--- config.mk ---
export PLATFORM = sky130hd
export DESIGN_NAME = http_body_deframer
export DESIGN_NICKNAME = d
export VERILOG_FILES = /design/src/hw/rtl/hbd_pkg.sv /design/src/hw/rtl/hbd_chunk.sv /design/src/hw/rtl/hbd_out_reg.sv /design/src/hw/rtl/http_body_deframer.sv
export SDC_FILE = /design/constraint.sdc
export NUM_CORES = 1
export LEC_CHECK = 0
export BUFFER_PORTS_ARGS = -buffer_cell sky130_fd_sc_hd__buf_2
export CORE_AREA = 2 2 183 185
export CTS_CLUSTER_SIZE = 40
export DETAILED_ROUTE_END_ITERATION = 10
export DIE_AREA = 0 0 185 187
export PLACE_DENSITY = 0.46
export SLEW_MARGIN = 20
export SYNTH_ARGS = -nofsm -noshare
export SYNTH_HDL_FRONTEND = slang
export SYNTH_SLANG_ARGS = --single-unit
export TNS_END_PERCENT = 50
--- constraint.sdc ---
create_clock -name clk -period 3.5 [get_ports clk]
set_input_delay 0.35 -clock clk [delete_from_list [all_inputs] [get_ports clk]]
set_output_delay 0.35 -clock clk [all_outputs]
set_load 0.02 [all_outputs]
--- src/hw/rtl/hbd_pkg.sv ---
// ----------------------------------------------------------------------------
// hbd_pkg
// Shared types and constants for the HTTP body deframer.
// ----------------------------------------------------------------------------
package hbd_pkg;

  localparam int BYTE_W          = 8;
  localparam int LEN_W           = 48;
  localparam int CFG_ADDR_W      = 1;
  localparam int CFG_DATA_W      = LEN_W;
  localparam int MODE_W          = 2;
  localparam int PHASE_W         = 2;
  localparam int SKIP_W          = 2;

  localparam int HEADER_KEEP_DEF = 32;
  localparam int COUNT_BITS_DEF  = 48;

  // body modes; the unused code falls through to stream mode
  localparam logic [MODE_W-1:0] MODE_CHUNKED = 2'd0;
  localparam logic [MODE_W-1:0] MODE_LENGTH  = 2'd1;
  localparam logic [MODE_W-1:0] MODE_STREAM  = 2'd2;

  // register indexes
  localparam logic [CFG_ADDR_W-1:0] REG_BODY_MODE = 1'b0;
  localparam logic [CFG_ADDR_W-1:0] REG_BODY_LEN  = 1'b1;

  // chunked-mode phases
  localparam logic [PHASE_W-1:0] PH_HEADER = 2'd0;
  localparam logic [PHASE_W-1:0] PH_DATA   = 2'd1;
  localparam logic [PHASE_W-1:0] PH_SKIP   = 2'd2;

  localparam logic [SKIP_W-1:0] SKIP_CLOSE = 2'd2;

  localparam logic [BYTE_W-1:0] CHAR_CR = 8'h0d;
  localparam logic [BYTE_W-1:0] CHAR_LF = 8'h0a;

  typedef struct packed {
    logic [PHASE_W-1:0] phase;
    logic [SKIP_W-1:0]  skip_left;
    logic               in_number;
    logic               saw_digit;
  } chunk_ctl_t;

  typedef struct packed {
    logic has_data;
    logic finish;
  } chunk_res_t;

endpackage

--- src/hw/rtl/hbd_chunk.sv ---
// ----------------------------------------------------------------------------
// hbd_chunk
// Next-state logic for chunked transfer: size line, chunk data, closing bytes.
// ----------------------------------------------------------------------------
module hbd_chunk #(
  parameter int HEADER_KEEP = hbd_pkg::HEADER_KEEP_DEF,
  parameter int COUNT_BITS  = hbd_pkg::COUNT_BITS_DEF,
  localparam int KEPT_W     = $clog2(HEADER_KEEP + 1)
) (
  input  logic [hbd_pkg::BYTE_W-1:0] byte_i,
  input  hbd_pkg::chunk_ctl_t        ctl_i,
  input  logic [COUNT_BITS-1:0]      count_i,
  input  logic [KEPT_W-1:0]          kept_i,
  output hbd_pkg::chunk_ctl_t        ctl_o,
  output logic [COUNT_BITS-1:0]      count_o,
  output logic [KEPT_W-1:0]          kept_o,
  output hbd_pkg::chunk_res_t        res_o
);
  import hbd_pkg::*;

  logic                  hex_ok;
  logic [3:0]            hex_val;
  logic [COUNT_BITS-1:0] count_dec;
  logic [SKIP_W-1:0]     skip_dec;

  always_comb begin
    hex_ok  = 1'b1;
    hex_val = 4'd0;
    if (byte_i >= "0" && byte_i <= "9") begin
      hex_val = 4'(byte_i - "0");
    end else if (byte_i >= "a" && byte_i <= "f") begin
      hex_val = 4'(byte_i - "a" + 8'd10);
    end else if (byte_i >= "A" && byte_i <= "F") begin
      hex_val = 4'(byte_i - "A" + 8'd10);
    end else begin
      hex_ok = 1'b0;
    end
  end

  assign count_dec = count_i - COUNT_BITS'(1);
  assign skip_dec  = (ctl_i.skip_left != '0) ? ctl_i.skip_left - SKIP_W'(1) : ctl_i.skip_left;

  always_comb begin
    ctl_o   = ctl_i;
    count_o = count_i;
    kept_o  = kept_i;
    res_o   = '0;
    case (ctl_i.phase)
      PH_DATA: begin
        res_o.has_data = 1'b1;
        count_o        = count_dec;
        if (count_dec == '0) begin
          ctl_o.phase     = PH_SKIP;
          ctl_o.skip_left = SKIP_CLOSE;
        end
      end
      PH_SKIP: begin
        ctl_o.skip_left = skip_dec;
        if (skip_dec == '0) ctl_o.phase = PH_HEADER;
      end
      default: begin
        if (byte_i == CHAR_LF) begin
          if (!ctl_i.saw_digit || count_i == '0) begin
            res_o.finish = 1'b1;
          end else begin
            ctl_o.phase = PH_DATA;
          end
          kept_o          = '0;
          ctl_o.in_number = 1'b1;
          ctl_o.saw_digit = 1'b0;
        end else if (byte_i != CHAR_CR && kept_i < KEPT_W'(HEADER_KEEP)) begin
          kept_o = kept_i + KEPT_W'(1);
          if (ctl_i.in_number) begin
            if (!hex_ok) begin
              ctl_o.in_number = 1'b0;
            end else begin
              // a non-zero top nibble means the next digit overflows: saturate
              if (count_i[COUNT_BITS-1 -: 4] != 4'd0) begin
                count_o = '1;
              end else begin
                count_o = {count_i[COUNT_BITS-5:0], hex_val};
              end
              ctl_o.saw_digit = 1'b1;
            end
          end
        end
      end
    endcase
  end

endmodule

--- src/hw/rtl/hbd_out_reg.sv ---
// ----------------------------------------------------------------------------
// hbd_out_reg
// Result register on the master side; holds a transaction until it is taken.
// ----------------------------------------------------------------------------
module hbd_out_reg (
  input  logic                       clk,
  input  logic                       rst_n,
  input  logic                       load_i,
  input  logic [hbd_pkg::BYTE_W-1:0] byte_i,
  input  logic                       has_i,
  input  logic                       done_i,
  output logic                       free_o,
  output logic                       out_tvalid,
  input  logic                       out_tready,
  output logic [hbd_pkg::BYTE_W-1:0] out_tdata,
  output logic [1:0]                 out_tuser
);
  import hbd_pkg::*;

  logic              valid_r;
  logic [BYTE_W-1:0] byte_r;
  logic [1:0]        user_r;

  assign free_o = !valid_r || out_tready;

  always_ff @(posedge clk) begin
    if (!rst_n) begin
      valid_r <= 1'b0;
    end else if (load_i) begin
      valid_r <= 1'b1;
    end else if (out_tready) begin
      valid_r <= 1'b0;
    end
  end

  always_ff @(posedge clk) begin
    if (load_i) begin
      byte_r <= byte_i;
      user_r <= {done_i, has_i};
    end
  end

  assign out_tvalid = valid_r;
  assign out_tdata  = byte_r;
  assign out_tuser  = user_r;

endmodule

--- src/hw/rtl/http_body_deframer.sv ---
// ----------------------------------------------------------------------------
// http_body_deframer
// Strips HTTP body framing: chunked, fixed content length or until end.
// ----------------------------------------------------------------------------
//  channel  | direction | carries
//  in_*     | slave     | one raw body byte or the end-of-stream marker
//  out_*    | master    | one result per input: payload byte and flags
//  cfg_*    | write     | body_mode (index 0), body length (index 1)
//
// One byte per cycle sustained while results are taken; each transaction
// passes the input register and then the result register, where it is
// presented until it is taken.
// The state update is a single pass of the chunk next-state logic.
// Synchronous reset; no clearing pass is needed.
// A stalled result register holds the input register, which then drops
// in_tready; nothing is lost.
// ----------------------------------------------------------------------------
module http_body_deframer #(
  parameter int HEADER_KEEP = hbd_pkg::HEADER_KEEP_DEF,
  parameter int COUNT_BITS  = hbd_pkg::COUNT_BITS_DEF
) (
  input  logic                           clk,
  input  logic                           rst_n,
  input  logic                           in_tvalid,
  output logic                           in_tready,
  input  logic [hbd_pkg::BYTE_W-1:0]     in_tdata,   // [7:0] raw_byte
  input  logic                           in_tlast,   // stream_end
  output logic                           out_tvalid,
  input  logic                           out_tready,
  output logic [hbd_pkg::BYTE_W-1:0]     out_tdata,  // [7:0] payload_byte
  output logic [1:0]                     out_tuser,  // [0] has_data, [1] body_done
  input  logic                           cfg_we,
  input  logic [hbd_pkg::CFG_ADDR_W-1:0] cfg_addr,
  input  logic [hbd_pkg::CFG_DATA_W-1:0] cfg_wdata
);
  import hbd_pkg::*;

  localparam int KEPT_W = $clog2(HEADER_KEEP + 1);

  logic              in_valid_r;
  logic [BYTE_W-1:0] in_byte_r;
  logic              in_end_r;

  logic [MODE_W-1:0]     mode_r;
  logic [LEN_W-1:0]      length_left_r;
  logic [LEN_W-1:0]      length_left_nxt;
  chunk_ctl_t            ctl_r;
  chunk_ctl_t            ctl_nxt;
  logic [COUNT_BITS-1:0] count_r;
  logic [COUNT_BITS-1:0] count_nxt;
  logic [KEPT_W-1:0]     kept_r;
  logic [KEPT_W-1:0]     kept_nxt;
  logic                  finished_r;
  logic                  finished_nxt;

  chunk_res_t        chunk_res;
  logic              out_free;
  logic              advance;
  logic              chunk_step;
  logic              res_has;
  logic [BYTE_W-1:0] res_byte;

  assign advance   = in_valid_r && out_free;
  assign in_tready = !in_valid_r || out_free;

  always_ff @(posedge clk) begin
    if (!rst_n) begin
      in_valid_r <= 1'b0;
    end else if (in_tready) begin
      in_valid_r <= in_tvalid;
    end
  end

  always_ff @(posedge clk) begin
    if (in_tready && in_tvalid) begin
      in_byte_r <= in_tdata;
      in_end_r  <= in_tlast;
    end
  end

  hbd_chunk #(
    .HEADER_KEEP(HEADER_KEEP),
    .COUNT_BITS (COUNT_BITS)
  ) u_chunk (
    .byte_i (in_byte_r),
    .ctl_i  (ctl_r),
    .count_i(count_r),
    .kept_i (kept_r),
    .ctl_o  (ctl_nxt),
    .count_o(count_nxt),
    .kept_o (kept_nxt),
    .res_o  (chunk_res)
  );

  always_comb begin
    chunk_step      = 1'b0;
    res_has         = 1'b0;
    finished_nxt    = finished_r;
    length_left_nxt = length_left_r;
    if (!finished_r) begin
      if (in_end_r) begin
        finished_nxt = 1'b1;
      end else begin
        case (mode_r)
          MODE_CHUNKED: begin
            chunk_step   = 1'b1;
            res_has      = chunk_res.has_data;
            finished_nxt = chunk_res.finish;
          end
          MODE_LENGTH: begin
            if (length_left_r == '0) begin
              finished_nxt = 1'b1;
            end else begin
              res_has         = 1'b1;
              length_left_nxt = length_left_r - LEN_W'(1);
            end
          end
          default: begin
            res_has = 1'b1;
          end
        endcase
      end
    end
  end

  assign res_byte = res_has ? in_byte_r : '0;

  always_ff @(posedge clk) begin
    if (!rst_n) begin
      mode_r        <= MODE_CHUNKED;
      length_left_r <= '0;
      ctl_r         <= '{phase: PH_HEADER, skip_left: '0, in_number: 1'b1, saw_digit: 1'b0};
      count_r       <= '0;
      kept_r        <= '0;
      finished_r    <= 1'b0;
    end else if (cfg_we) begin
      unique case (cfg_addr)
        REG_BODY_MODE: mode_r        <= cfg_wdata[MODE_W-1:0];
        REG_BODY_LEN:  length_left_r <= cfg_wdata[LEN_W-1:0];
      endcase
    end else if (advance) begin
      finished_r    <= finished_nxt;
      length_left_r <= length_left_nxt;
      if (chunk_step) begin
        ctl_r   <= ctl_nxt;
        count_r <= count_nxt;
        kept_r  <= kept_nxt;
      end
    end
  end

  hbd_out_reg u_out (
    .clk       (clk),
    .rst_n     (rst_n),
    .load_i    (advance),
    .byte_i    (res_byte),
    .has_i     (res_has),
    .done_i    (finished_nxt),
    .free_o    (out_free),
    .out_tvalid(out_tvalid),
    .out_tready(out_tready),
    .out_tdata (out_tdata),
    .out_tuser (out_tuser)
  );

endmodule

==> impl_metrics.py, run 1 <==
metrics = {
    "outcome": {
        "status": "finished, final reports clean",
    },
    "die": {
        "fp.dieW_um": 185,
        "rows": 67,
        "core_um2": 32900,
        "dieArea_um2": 34600,
        "start_util": 0.246,
        "die_h_um": 187,
        "ioPinCount": 75,
    },
    "global_route": {
        "grt_pass1_wl_um": 41300,
        "grt_pass1_vias": 7635,
        "grt_max_degree": 106,
        "grt_use_total": 0.148,
        "antenna_found_initial": 1,
        "overflow": 0,
    },
    "placed_design": {
        "gp_congestion": 0.833,
        "portBuffers": 74,
        "dp_hpwl_um": 17300,
    },
    "cts": {
        "cts_sinks": 132,
        "cts_tree": "built",
        "cts.clk_slew.worst_paths_ps": 60,
        "htreeDepth": 4,
        "root_buffer": "clkbuf_16",
        "cts-buffers-inserted": 17,
        "cts_buffer_depth": 2,
        "clock_latency_ps": 420,
    },
    "logic_synthesis": {
        "synth_seq_area_share": 0.350,
        "syn_nets": 1155,
        "synth_cells": 1082,
        "synth_edf_count": 19,
        "synth_area_leaders": "dfxtp_1 28%, nor2_1 7.6%, edfxtp_1 7.1%",
        "ys_types": 72,
        "syn_area_um2": 8080,
        "yosys.area.top_type_share": 0.280,
        "async_flop_share": 0,
        "yosysWarnings": 0,
        "synthFlopType": "dfxtp_1",
        "synth-seq-cells": 132,
        "yosysTopAreaCell": "dfxtp_1",
        "avgSynthCellArea_um2": 7.47,
    },
    "final_layout": {
        "drive_gt1_frac": 0.167,
        "nNetsFinal": 1205,
        "area_growth_pct": 19.1,
    },
    "hold_path": {
        "hold-path-endpoint": "in_end_r$_DFFE_PP_",
        "holdPathStages": 1,
        "hp-class": "in2reg",
        "hp-start": "in_tlast",
    },
    "sta": {
        "setup_tns_ps": 0,
        "worstMarginPinSlew_ps": 1010,
        "fin_crit_sh": 0.929,
        "timing_hold_violations_final": 0,
        "fin_skew_ps": 7.50,
        "whs_ps": 98.5,
        "setup_viol": 0,
        "final.min_clock_period_ps": 3250,
        "maxSlewHeadroom": 0.324,
        "max_freq_ghz": 0.308,
        "maxSlewViolCount": 0,
    },
    "setup_path": {
        "r2r-end": "ctl_r[3]$_SDFFE_PN0P_",
        "slowest_stage": "or4_4",
        "crit_chain": "or3_1 > or4_1 > or4_4 > xor2_1 > o2111ai_1 > a2111oi_2 > nand4_1 > a21o_1 > o32ai_1",
        "critPathMaxFanout": 7,
        "required_ps": 3830,
        "r2r_cells": 9,
        "crit_path_max_incr_delay_ps": 560,
        "r2r-start": "count_r[38]$_SDFFE_PN0P_",
        "endpoint_kind": "flop",
        "cp-start-kind": "flop",
        "crit_type": "reg2reg",
        "critPathArrivalTime_ps": 3580,
        "r2r_slack_ps": 250,
    },
    "detailed_routing": {
        "dr.first_iter.drc_count": 555,
        "wl_per_cell_um": 15.9,
        "drc": 0,
        "vias_per_cell": 5.13,
        "drt_pass1_iterations": 6,
        "antenna_left": 0,
        "drt_wl_total_um": 25400,
        "vias": 8175,
    },
    "power_and_ir_drop": {
        "p_leak_uw": 0.00372,
        "ir_drop_mv": 0.303,
        "power_density_nw_per_um2": 423,
    },
    "flow_run": {
        "drv_cap": 0,
    },
}
==> layer usage <==
layer / track usage / part of all wire
met3: 0.0273 / 0.045
met4: 0.0397 / 0.012
met1: 0.211 / 0.49
met5: 0 / 0
met2: 0.226 / 0.45
==> worst max-delay path by stage <==
stage / startpoint / end / slack [ps]
floorplan: count_r[33]$_SDFFE_PN0P_ / ctl_r[3]$_SDFFE_PN0P_ / 470
global placement: count_r[33]$_SDFFE_PN0P_ / ctl_r[3]$_SDFFE_PN0P_ / 280
detailed placement: count_r[0]$_SDFFE_PN0P_ / ctl_r[3]$_SDFFE_PN0P_ / 220
CTS: count_r[0]$_SDFFE_PN0P_ / ctl_r[3]$_SDFFE_PN0P_ / 200
global route: count_r[33]$_SDFFE_PN0P_ / ctl_r[3]$_SDFFE_PN0P_ / -6
finish: count_r[38]$_SDFFE_PN0P_ / ctl_r[3]$_SDFFE_PN0P_ / 250
==> where the power goes <==
group | total (uW) | internal (uW) | switching [uW]
Combinational | 584 | 221 | 363
Sequential | 1640 | 1590 | 46.5
Clock | 1860 | 1130 | 724
Total | 4080 | 2940 | 1130
==> area by class of cell <==
type	instances	area (um2)
Tap cell	448	561
Antenna cell	1	2.50
Fill cell	3622	23200
Clock buffer	18	439
Multi-Input combinational cell	832	4790
Clock inverter	14	161
Sequential cell	132	2830
Timing Repair Buffer	115	718
Inverter	34	128
==> registers in the layout, summed over array words and instances (netlist names) <==
register / flops
finished_r: 1
kept_r: 6
in_byte_r: 8
ctl_r: 6
mode_r: 2
length_left_r: 48
in_valid_r: 1
count_r: 48
u_out.out_tvalid: 1
u_out.out_tuser: 2
in_end_r: 1
u_out.out_tdata: 8
==> through the flow <==
step	cell area [um2]	utilization	std cells	setup WS, ps	total power [uW]
after floorplan	8080	-	1082	475	2050
after global placement	8990	0.274	1558	282	2250
after detailed placement	8990	0.274	1558	218	2250
after CTS	9600	0.292	1590	201	4130
after global routing	9630	0.293	1593	-6.14	4270
final	9630	0.293	1594	250	4080
==> cell families (layout without fill, tap and decap cells) <==
group,after synthesis,after routing,synth area share
AND/OR/NAND/NOR,451,451,0.275
AO/OA/AOI/OAI,343,343,0.269
flip-flops,132,132,0.350
buffers and inverters,118,181,0.0588
XOR/XNOR,25,25,0.0271
adder cells (fa/ha/maj),10,10,0.0155
multiplexers,3,3,0.00387
other,0,1,0
==> synth_stat cells, types with 6 or more instances <==
master	instances
a211oi_1	22
a21oi_1	109
a22oi_1	9
a31oi_1	23
and2_1	11
clkbuf_1	73
dfxtp_1	113
edfxtp_1	19
ha_1	10
inv_1	31
nand2_1	84
nand2b_1	6
nand3_1	28
nand4_1	16
nor2_1	164
nor3_1	41
nor4_1	25
nor4b_1	6
o21a_1	9
o21ai_0	80
o221a_2	18
o22a_1	8
o22ai_1	10
o31ai_1	11
or2_2	7
or3_1	15
or4_1	19
xnor2_1	15
xor2_1	10
==> cell usage in the layout, fill, tap and decap left out, types with 28 or more instances in the layout <==
cell and n:
o21ai_0 80, inv_1 31, nor3_1 41, nor2_1 164
nand3_1 28, nand2_1 84, a21oi_1 109, buf_2 73
buf_4 39, dfxtp_1 113
==> critical path, delay by kind of cell, from the launching register on <==
family	cells	cell delay (ps)
xor+xnor	1	140
compound gates	4	950
flops	1	370
simple gates	4	1700
==> repair_timing <==
action	CTS	global route
gates resized for setup	0	2
setup buffers	0	3
setup endpoints to repair	0	1
hold buffers	0	0
Power figures use the tool's default switching activity.
==> run 2: changes to the inputs <==
Settings changed: BUFFER_PORTS_ARGS -buffer_cell sky130_fd_sc_hd__buf_2 to not set, DONT_BUFFER_PORTS set to 1, PLACE_DENSITY 0.46 to 0.44.
==> impl_metrics.py, run 2 (synthesis results as in run 1) <==
metrics = {
    "detailed_routing": {
        "drt_wl_total_um": 25600,
        "vias_per_cell": 5.16,
        "drt_pass1_iterations": 5,
        "antenna_left": 0,
        "drc": 0,
        "vias": 7897,
        "dr.first_iter.drc_count": 646,
        "wl_per_cell_um": 16.7,
    },
    "setup_path": {
        "slowest_stage": "or4_1",
        "crit_chain": "or3_1 > or4_1 > or4_1 > xor2_1 > o2111ai_1 > a2111oi_2 > nand4_1 > a21o_1 > o32ai_1",
        "worst-path-stages": 9,
        "crit_path_max_incr_delay_ps": 570,
        "r2r_slack_ps": 180,
        "critical_path_buf_inv_count": 0,
        "cp_common_cell": "or4_1",
        "cp-start-kind": "flop",
        "crit_family": "simple AND/OR/NAND/NOR gates",
        "critPathArrivalTime_ps": 3650,
        "r2r-start": "count_r[38]$_SDFFE_PN0P_",
        "critPathMaxFanout": 7,
        "required_ps": 3830,
        "endpoint": "ctl_r[3]$_SDFFE_PN0P_",
        "endpoint_kind": "flop",
        "r2r-end": "ctl_r[3]$_SDFFE_PN0P_",
        "crit_type": "reg2reg",
        "r2r_cells": 9,
        "startpoint": "count_r[38]$_SDFFE_PN0P_",
    },
    "die": {
        "die_h_um": 187,
        "core_um2": 32900,
        "ioPinCount": 75,
        "dieArea_um2": 34600,
        "rows": 67,
        "start_util": 0.246,
        "fp.dieW_um": 185,
    },
    "sta": {
        "maxSlewViolCount": 0,
        "timing_hold_violations_final": 0,
        "fin_skew_ps": 11.9,
        "final.min_clock_period_ps": 3320,
        "worstMarginPinSlew_ps": 918,
        "max_freq_ghz": 0.301,
        "maxSlewHeadroom": 0.388,
        "fin_crit_sh": 0.949,
        "setup_tns_ps": 0,
        "whs_ps": 47.5,
        "setup_viol": 0,
        "rsz0062_at_grt": "false",
    },
    "placed_design": {
        "gp_congestion": 0.831,
        "portBuffers": 0,
        "dp_hpwl_um": 17200,
    },
    "power_and_ir_drop": {
        "p_int_uw": 2990,
        "swShare": 0.272,
        "p_leak_uw": 0.00348,
        "ir_drop_mv": 0.354,
        "pwr-share-comb": 0.125,
        "seqPwrFrac": 0.400,
        "p_clk_frac": 0.475,
        "switchingPower_uw": 1120,
        "power_density_nw_per_um2": 438,
    },
    "global_route": {
        "grt_max_degree": 107,
        "grt_pass1_wl_um": 42100,
        "overflow": 0,
        "antenna_found_initial": 0,
        "grt_use_total": 0.151,
        "grt_pass1_vias": 7610,
    },
    "hold_path": {
        "hp-class": "in2reg",
    },
    "cts": {
        "cts_buffer_depth": 2,
        "cts_tree": "built",
        "htreeDepth": 4,
        "root_buffer": "clkbuf_16",
        "cts_sinks": 132,
        "cts.clk_slew.worst_paths_ps": 60,
        "clock_latency_ps": 430,
        "cts-buffers-inserted": 17,
    },
    "final_layout": {
        "mostFrequentLayoutCell": "nor2_1",
        "area_growth_pct": 16.1,
        "diodes": 0,
        "final_cell_mix": "164 x nor2_1, 113 x dfxtp_1, 109 x a21oi_1",
        "nNetsFinal": 1142,
        "top_regs": "count_r: 48 flops, length_left_r: 48 flops",
        "drive_gt1_frac": 0.112,
    },
    "flow_run": {
        "drv_cap": 0,
    },
    "outcome": {
        "status": "finished, final reports clean",
    },
}
-- run 2: changes by cell type in the layout (fill, tap and decap cells not counted), sizes merged --
cell | previous run | this run
dlygate4sd3 | 0 | 9
diode | 1 | 0
clkinv | 9 | 4
buf | 115 | 43
clkinvlp | 3 | 4
clkbuf | 18 | 17
inv | 33 | 37
bufinv | 3 | 4
-- run 2: timing repair --
item | CTS | global route
setup buffers | 0 | 2
resized for setup | 0 | 3
endpoints found under the hold margin | 9 | 0
setup endpoints to repair | 0 | 4
hold buffers | 9 | 0
-- run 2: stage by stage --
stage / setup slack (ps) / total power (uW) / std cells / cell area (um2) / util
2_1_floorplan: 475 / 2050 / 1082 / 8080 / -
3_3_place_gp: 281 / 2180 / 1487 / 8630 / 0.263
3_5_place_dp: 217 / 2180 / 1487 / 8630 / 0.263
4_1_cts: 165 / 4160 / 1528 / 9350 / 0.285
5_1_grt: 0.743 / 4320 / 1530 / 9380 / 0.286
6_report: 179 / 4110 / 1530 / 9380 / 0.286
-- run 2: routing by layer --
layer  vias up  global-route usage  part of all wire
li1       3950                   -                 -
met1      3753               0.207              0.48
met2       166               0.233              0.45
met3        28              0.0399             0.054
met4         0              0.0461             0.015
met5         -                   0                 0
-- run 2: final cells by class --
cell class / count / area [um2]
repair buffers: 52 / 438
clock inverters: 15 / 203
flip-flops and latches: 132 / 2830
inverters: 34 / 128
multi-input cells: 832 / 4800
well taps: 448 / 561
clock buffers: 17 / 425
fillers: 3650 / 23500
-- run 2: how the worst min path moves through the flow --
stage / start / slack [ps] / endpoint / cells after the start
after global routing: cfg_wdata[1] / 40 / mode_r[1]$_SDFFE_PN0P_ / 2
after CTS: in_tvalid / 30 / in_valid_r$_SDFFE_PN0N_ / 2
after global placement: length_left_r[43]$_SDFFE_PN0P_ / 450 / length_left_r[43]$_SDFFE_PN0P_ / 2
final: in_tvalid / 50 / in_valid_r$_SDFFE_PN0N_ / 2
after detailed placement: in_tdata[1] / 450 / in_byte_r[1]$_DFFE_PP_ / 0
after floorplan: length_left_r[43]$_SDFFE_PN0P_ / 430 / length_left_r[43]$_SDFFE_PN0P_ / 2
-- run 2: power groups by stage --
stage | Combinational, uW | Clock (uW) | Sequential, uW
floorplan | 388 | 0 | 1660
CTS | 517 | 2000 | 1640
finish | 514 | 1950 | 1650
detailed placement | 506 | 0 | 1680
global route | 584 | 2080 | 1650
global placement | 504 | 0 | 1680
